`src/design/pr_pkg.sv`:
```
// shared constants, codes and types for the pagerank power iteration block
package pr_pkg;

	localparam int unsigned MAX_VERTICES_DEF   = 1024;
	localparam int unsigned MAX_EDGES_DEF      = 8192;
	localparam int unsigned RANK_FRAC_BITS_DEF = 31;

	localparam int unsigned OUT_W      = 14;
	localparam int unsigned OUT_CAP    = 16383;
	localparam int unsigned DIVIDEND_W = 33;
	localparam int unsigned RANK_W     = 32;
	localparam int unsigned SUM_W      = 48;

	localparam logic [10:0] VCOUNT_RESET = 11'd1024;
	localparam logic [15:0] DAMP_RESET   = 16'd55706;
	localparam logic [31:0] THR_RESET    = 32'd215;
	localparam logic [15:0] ILIM_RESET   = 16'd200;

	typedef enum logic [1:0] {
		ACT_LOAD,
		ACT_RUN,
		ACT_READ,
		ACT_CLEAR
	} action_t;

	typedef enum logic [1:0] {
		STAT_OK,
		STAT_FULL,
		STAT_CONV,
		STAT_LIMIT
	} status_t;

	typedef enum logic [1:0] {
		REG_VCOUNT,
		REG_DAMP,
		REG_THR,
		REG_ILIM
	} reg_idx_t;

	typedef enum logic [4:0] {
		S_CLR,
		S_IDLE,
		S_LD_WR,
		S_RD_OUT,
		S_RUN_ST,
		S_RUN_TEL,
		S_INIT,
		S_E_ADDR,
		S_E_FETCH,
		S_E_TEST,
		S_E_DIV,
		S_E_ACC,
		S_V_ADDR,
		S_V_MUL,
		S_V_SUM,
		S_V_WR,
		S_CHECK,
		S_DONE
	} state_t;

endpackage

```
`src/design/pr_div.sv`:
```
// restoring divider, one quotient bit per cycle
module pr_div #(
	parameter int unsigned DIV_W = 14
) (
	input  logic                                clk,
	input  logic                                arst_n,
	input  logic                                start,
	input  logic [pr_pkg::DIVIDEND_W-1:0]       dividend,
	input  logic [DIV_W-1:0]                    divisor,
	output logic                                done,
	output logic [pr_pkg::DIVIDEND_W-1:0]       quotient
);
	localparam int unsigned CW = $clog2(pr_pkg::DIVIDEND_W + 1);

	logic                          busy_q;
	logic                          done_q;
	logic [CW-1:0]                 cnt_q;
	logic [pr_pkg::DIVIDEND_W-1:0] quot_q;
	logic [DIV_W-1:0]              rem_q;
	logic [DIV_W-1:0]              div_q;
	logic [DIV_W:0]                trial;
	logic [DIV_W:0]                diff;
	logic                          ge;

	assign trial = {rem_q, quot_q[pr_pkg::DIVIDEND_W-1]};
	assign ge    = trial >= {1'b0, div_q};
	assign diff  = trial - {1'b0, div_q};

	always_ff @(posedge clk or negedge arst_n) begin
		if (!arst_n) begin
			busy_q <= 1'b0;
			done_q <= 1'b0;
			cnt_q  <= '0;
		end else begin
			done_q <= 1'b0;
			if (start) begin
				busy_q <= 1'b1;
				cnt_q  <= CW'(pr_pkg::DIVIDEND_W);
			end else if (busy_q) begin
				cnt_q <= cnt_q - 1'b1;
				if (cnt_q == CW'(1)) begin
					busy_q <= 1'b0;
					done_q <= 1'b1;
				end
			end
		end
	end

	always_ff @(posedge clk) begin
		if (start) begin
			quot_q <= dividend;
			rem_q  <= '0;
			div_q  <= divisor;
		end else if (busy_q) begin
			quot_q <= {quot_q[pr_pkg::DIVIDEND_W-2:0], ge};
			rem_q  <= ge ? diff[DIV_W-1:0] : trial[DIV_W-1:0];
		end
	end

	assign done     = done_q;
	assign quotient = quot_q;

endmodule
```
`config.mk`:
```
export PLATFORM = sky130hd
export DESIGN_NAME = pr_div
export DESIGN_NICKNAME = d
export VERILOG_FILES = /design/src/design/pr_pkg.sv /design/src/design/pr_div.sv
export SDC_FILE = /design/constraint.sdc
export NUM_CORES = 1
export LEC_CHECK = 0
export BUFFER_PORTS_ARGS = -buffer_cell sky130_fd_sc_hd__buf_4
export CORE_MARGIN = 2
export CORE_UTILIZATION = 40
export DETAILED_ROUTE_END_ITERATION = 16
export HOLD_SLACK_MARGIN = 0.03
export PLACE_DENSITY = 0.7
export SETUP_SLACK_MARGIN = 0.3
export SKIP_LAST_GASP = 1
export SLEW_MARGIN = 30
export SYNTH_ARGS = -nofsm -noshare
export SYNTH_HDL_FRONTEND = slang
export SYNTH_SLANG_ARGS = --single-unit
```
`constraint.sdc`:
```
create_clock -name clk -period 2.5 [get_ports clk]
set_input_delay 0.125 -clock clk [delete_from_list [all_inputs] [get_ports clk]]
set_output_delay 0.125 -clock clk [all_outputs]
set_load 0.005 [all_outputs]
```
; ---- After elaboration in Yosys (flattened, before gate mapping)
; Index checks and enable logic that the tools add are counted.
[word_totals]
reg_bits = 69
latch_bits = 0
ram_bits = 0
mem_bits_ro = 0
input_bits = 50
out_inout_bits = 34
word_cells = 22
memories = 0
[op_classes]
n_addsub = 2
n_mul = 0
n_div = 0
order_cmp = 1
n_eq_ne = 1
shift = 0
mux = 11
n_bitwise = 0
n_reduce_logical = 1
[ops]
columns = op, n
row1 = $mux 33, 2
row2 = $ge 15x14->1, 1
row3 = $mux 14, 1
row4 = $sub 14x14->14, 1
row5 = $mux 6, 2
row6 = $eq 6x1->1 const B, 1
row7 = $mux 1, 6
row8 = $sub 6x1->6 const B, 1
row9 = $reduce_bool 2->1, 1

; ---- Logic depth before layout (Yosys ltp)
[depth]
ltp_word = 4
mapped_depth = 11
mapped_depth_nobuf = 11

; ---- Worst setup path after synthesis
; OpenSTA, ideal clock, no wires.
[synth_timing]
path_type = flip-flop to flip-flop
startpoint = reg quot_q (netlist bit quotient[32])
endpoint = reg rem_q[10]
setup_ns = 0.091
arrival_ns = 2.161
required_time_ns = 2.409
slack_ns = 0.248
stages_incl_launch_ff = 12
path_buffers = 0
period_less_slack_ns = 2.252
path_cell_list = edfxtp_1 > inv_1 > ha_1 > inv_1 > fa_1 > a211oi_1 > o211a_1 > o21bai_1 > a21oi_1 > xnor2_1 > nand2_1 > a311oi_1
[synth_via]
elab_chain_len = 2
elab_cells_between_ends = 3
cone_classes = add/sub (1) / order compare (1) / mux (1)
[synth_rtl]
columns = element, line_no
row1 = "start, declared", pr_div.sv:18  ; logic [pr_pkg::DIVIDEND_W-1:0] quot_q;
row2 = "start signal, assigned", pr_div.sv:51  ; quot_q <= dividend;
row3 = "start signal, assigned", pr_div.sv:55  ; quot_q <= {quot_q[pr_pkg::DIVIDEND_W-2:0], ge};
row4 = $sub 14x14->14 or $ge 15x14->1 (tied branches), "pr_div.sv:27, pr_div.sv:26"
row5 = $mux 14 *, pr_div.sv:56  ; rem_q <= ge ? diff[DIV_W-1:0] : trial[DIV_W-1:0];
row6 = "end signal, assigned", pr_div.sv:56
row7 = "end, declared", pr_div.sv:19  ; logic [DIV_W-1:0] rem_q;
; Mark *: on every way between the ends. The rest lies on a longest branch, timed or not.
; A chain may end at the register's enable or synchronous reset.

; ---- Worst setup path after layout
; Ends and elaborated chain as after synthesis.

==> metrics <==
Synth async-reset ratio=0.116; final hold violations=0; total clock sinks=69; hold slack=0.0729 ns; CTS tree=built; vias=2673; Hold Path End=quotient[9]; Core Rows=34; Sequential Power Share=0.386; met3 Track Usage GR=0.0281; Die X=99.7 microns; type of destination of the critical path=flip-flop; Mapped Nets=369; Setup TNS Final=0 ns; I/O Buffers=83; post-DP HPWL=5690 microns; CTS buffer count=9; Yosys Warn Count=0; post-synth top area cell=edfxtp_1; P_leak=0.00207 uW; min Tclk post-route=2.28 ns; switching power=~1600 uW; Worst Path Arrival=2.53 ns; antenna viol nets, final=0; initial antenna violation count=0; Synth Register Bits=approximately 70; Worst-Margin Slew=0.614 ns; R2R Setup Slk=0.22 ns; met2 layer usage reported by global route=0.277; Primary FF master, synth=edfxtp_1; Remaining Overflow, GRT=0; worst min path class=input pin to flip-flop; VDD IR max=around 0.39 mV; P&R area growth vs syn=32.7%; Pins Over Slew Limit=0; clock power share=0.201; worst reg2reg path depth=11; fmax=0.439 GHz; Placed Cells incl. Taps=484; first-pass GRT wire length=12700 microns; Synth top area share=0.385; root buffer cell=clkbuf_8; Req. time, crit path=2.75 ns; combinational share of power=0.413; DP Worst Slack=0.164 ns; GRT met1 Usage=0.200; WHS Path Cells=2; Clock Path Buffers=2; Via-to-Cell Ratio=5.12; RSZ-0062 raised after global routing=true; P_int=about 3000 uW; cells after synthesis=301; 1st-iter DRT viols=between 80 and 90; FILL cells=732; Placed Area=0.00439 sq mm; gpl congestion=a little over 0.8; Total Wirelength=7900 microns; post-route cell area=0.00486 sq mm; r2r startpoint=quotient[32]; H-tree levels=3; ranking of synthesized cells by area=edfxtp_1, mux2_2, dfxtp_1; Vert. Die Dim=99.7 microns; synthesized area=~0.0037 sq mm; starting density of the core=0.416; Critical Path Start Type=flip-flop; vias in the first global route=2662; hold path startpoint=dividend[9]; Final Non-Filler Cells=522; maximum capacitance violations=0; crit-path max FO=2; status=complete, no violations; gr usage total=0.164; full die area=approximately 0.01 sq mm; drt first pass iters=4; latest clock arrival within the worst-skew pair=roughly 0.35 ns; IO Count=84; WL/cell=about 15 microns; Final Worst Setup Slack=0.221 ns; # setup viols final=0; Seq/Total Area, Yosys=0.516; Sw Ratio=0.349; n_diodes=0; Post-layout nets=477; busiest layer in global routing=met2; critical path class=flip-flop to flip-flop; clock slew at reported path FFs=0.08 ns; Post-Route Skew=0.00803 ns; largest net degree at the start of global routing=41; cell area power density=about 940 mW/mm^2; Worst slew margin=0.591; Synth cell types=56; Tcrit/Tclk final=0.911; Post-route DRC=0; share of cells above drive strength 1=0.432; syn avg cell area=12.2 sq um; Core ar.=0.00881 sq mm; Post-synth EDFFs=47; reg2reg end=rem_q[10]
## how the worst max path moves through the flow
stage	to	cells past startpoint	start	slack, ns
2_1_floorplan	rem_q[10]	11	quotient[32]	0.35
3_3_place_gp	rem_q[10]	11	quotient[32]	0.25
3_5_place_dp	rem_q[10]	11	quotient[32]	0.16
4_1_cts	rem_q[10]	11	quotient[32]	0.24
5_1_grt	rem_q[10]	11	quotient[32]	0.07
6_report	rem_q[10]	11	quotient[32]	0.22
## cell usage after synthesis (all sizes together) (3+ instances only)
master  count
nor3        3
nor2       21
inv        19
a21oi      17
buf         7
and3        3
a21o        4
dfxtp      14
a211oi      4
ha         17
dfrtp       8
nand2      29
o21bai      3
or4         3
edfxtp     47
xor2        5
a311oi     11
clkbuf      6
o21ai       5
mux2       33
xnor2      10
## placed cells by master, fill, tap and decap left out, types with 4 or more instances in the layout
master,instances
mux2_2,33
dlygate4sd3_1,15
dfxtp_1,14
buf_4,92
clkbuf_8,9
a21oi_1,15
o21ai_0,4
inv_1,17
edfxtp_1,47
nand2_1,27
xor2_1,5
a311oi_1,4
dfrtp_1,8
nor2_1,21
ha_1,14
xnor2_1,10
a311oi_2,7
## registers in the layout (all words and copies together), names as in the netlist
| signal | flops |
|---|---|
| quotient | 33 |
| div_q | 14 |
| rem_q | 14 |
| cnt_q | 6 |
| busy_q | 1 |
| done | 1 |
## final cells by class
type | instances | area, sq um | area share
multi-input cells | 201 | 1700 | 0.349
clock buffers | 9 | 124 | 0.0255
flip-flops and latches | 69 | 1890 | 0.389
well taps | 108 | 135 | 0.0278
clock inverters | 7 | 73.8 | 0.0152
inverters | 19 | 71.3 | 0.0147
repair buffers | 109 | 872 | 0.179
## metrics by stage
stage          total power (uW)   util
6_report                   4560  0.552
3_3_place_gp               3450  0.499
3_5_place_dp               3500  0.499
4_1_cts                    4490  0.544
5_1_grt                    4870  0.552
2_1_floorplan              2980      -
## routing by layer
| layer | vias up | part of all wire | wire (microns) |
|---|---|---|---|
| li1 | 1326 | - | - |
| met1 | 1292 | 0.44 | 3440 |
| met2 | 44 | 0.52 | 4080 |
| met3 | 11 | 0.027 | 217 |
| met4 | 0 | 0.020 | 160 |
| met5 | - | 0 | 0 |
## what timing repair did
action                                  in CTS  in global routing
hold buffers                                15                  0
cloned                                       0                  1
endpoints found under the hold margin       22                  0
pin swaps                                   10                  9
gates resized for setup                      8                  7
endpoints found under the setup margin       6                 13
setup buffers                                3                  3
## cell families after synthesis
kind of cell | synth area share
simple gates | 0.111
flops | 0.516
compound gates | 0.126
mux | 0.104
buf+inv | 0.0440
fa+ha+maj | 0.0635
xor+xnor | 0.0358
## worst max-delay path: stages, from the launching register on
cell	delay [ns]
edfxtp_1	0.41
inv_2	0.10
ha_4	0.13
inv_2	0.03
fa_2	0.36
a211oi_4	0.28
o211a_1	0.21
o21bai_2	0.07
a21oi_2	0.15
xnor2_1	0.12
nand2_1	0.07
a311oi_1	0.25
## power groups by stage
stage	combinational [uW]	sequential [uW]	clock, uW
2_1_floorplan	1250	1730	0
3_3_place_gp	1690	1760	0
3_5_place_dp	1730	1780	0
4_1_cts	1790	1760	943
5_1_grt	2080	1800	985
6_report	1880	1760	916
Power figures use the tool's default switching activity.
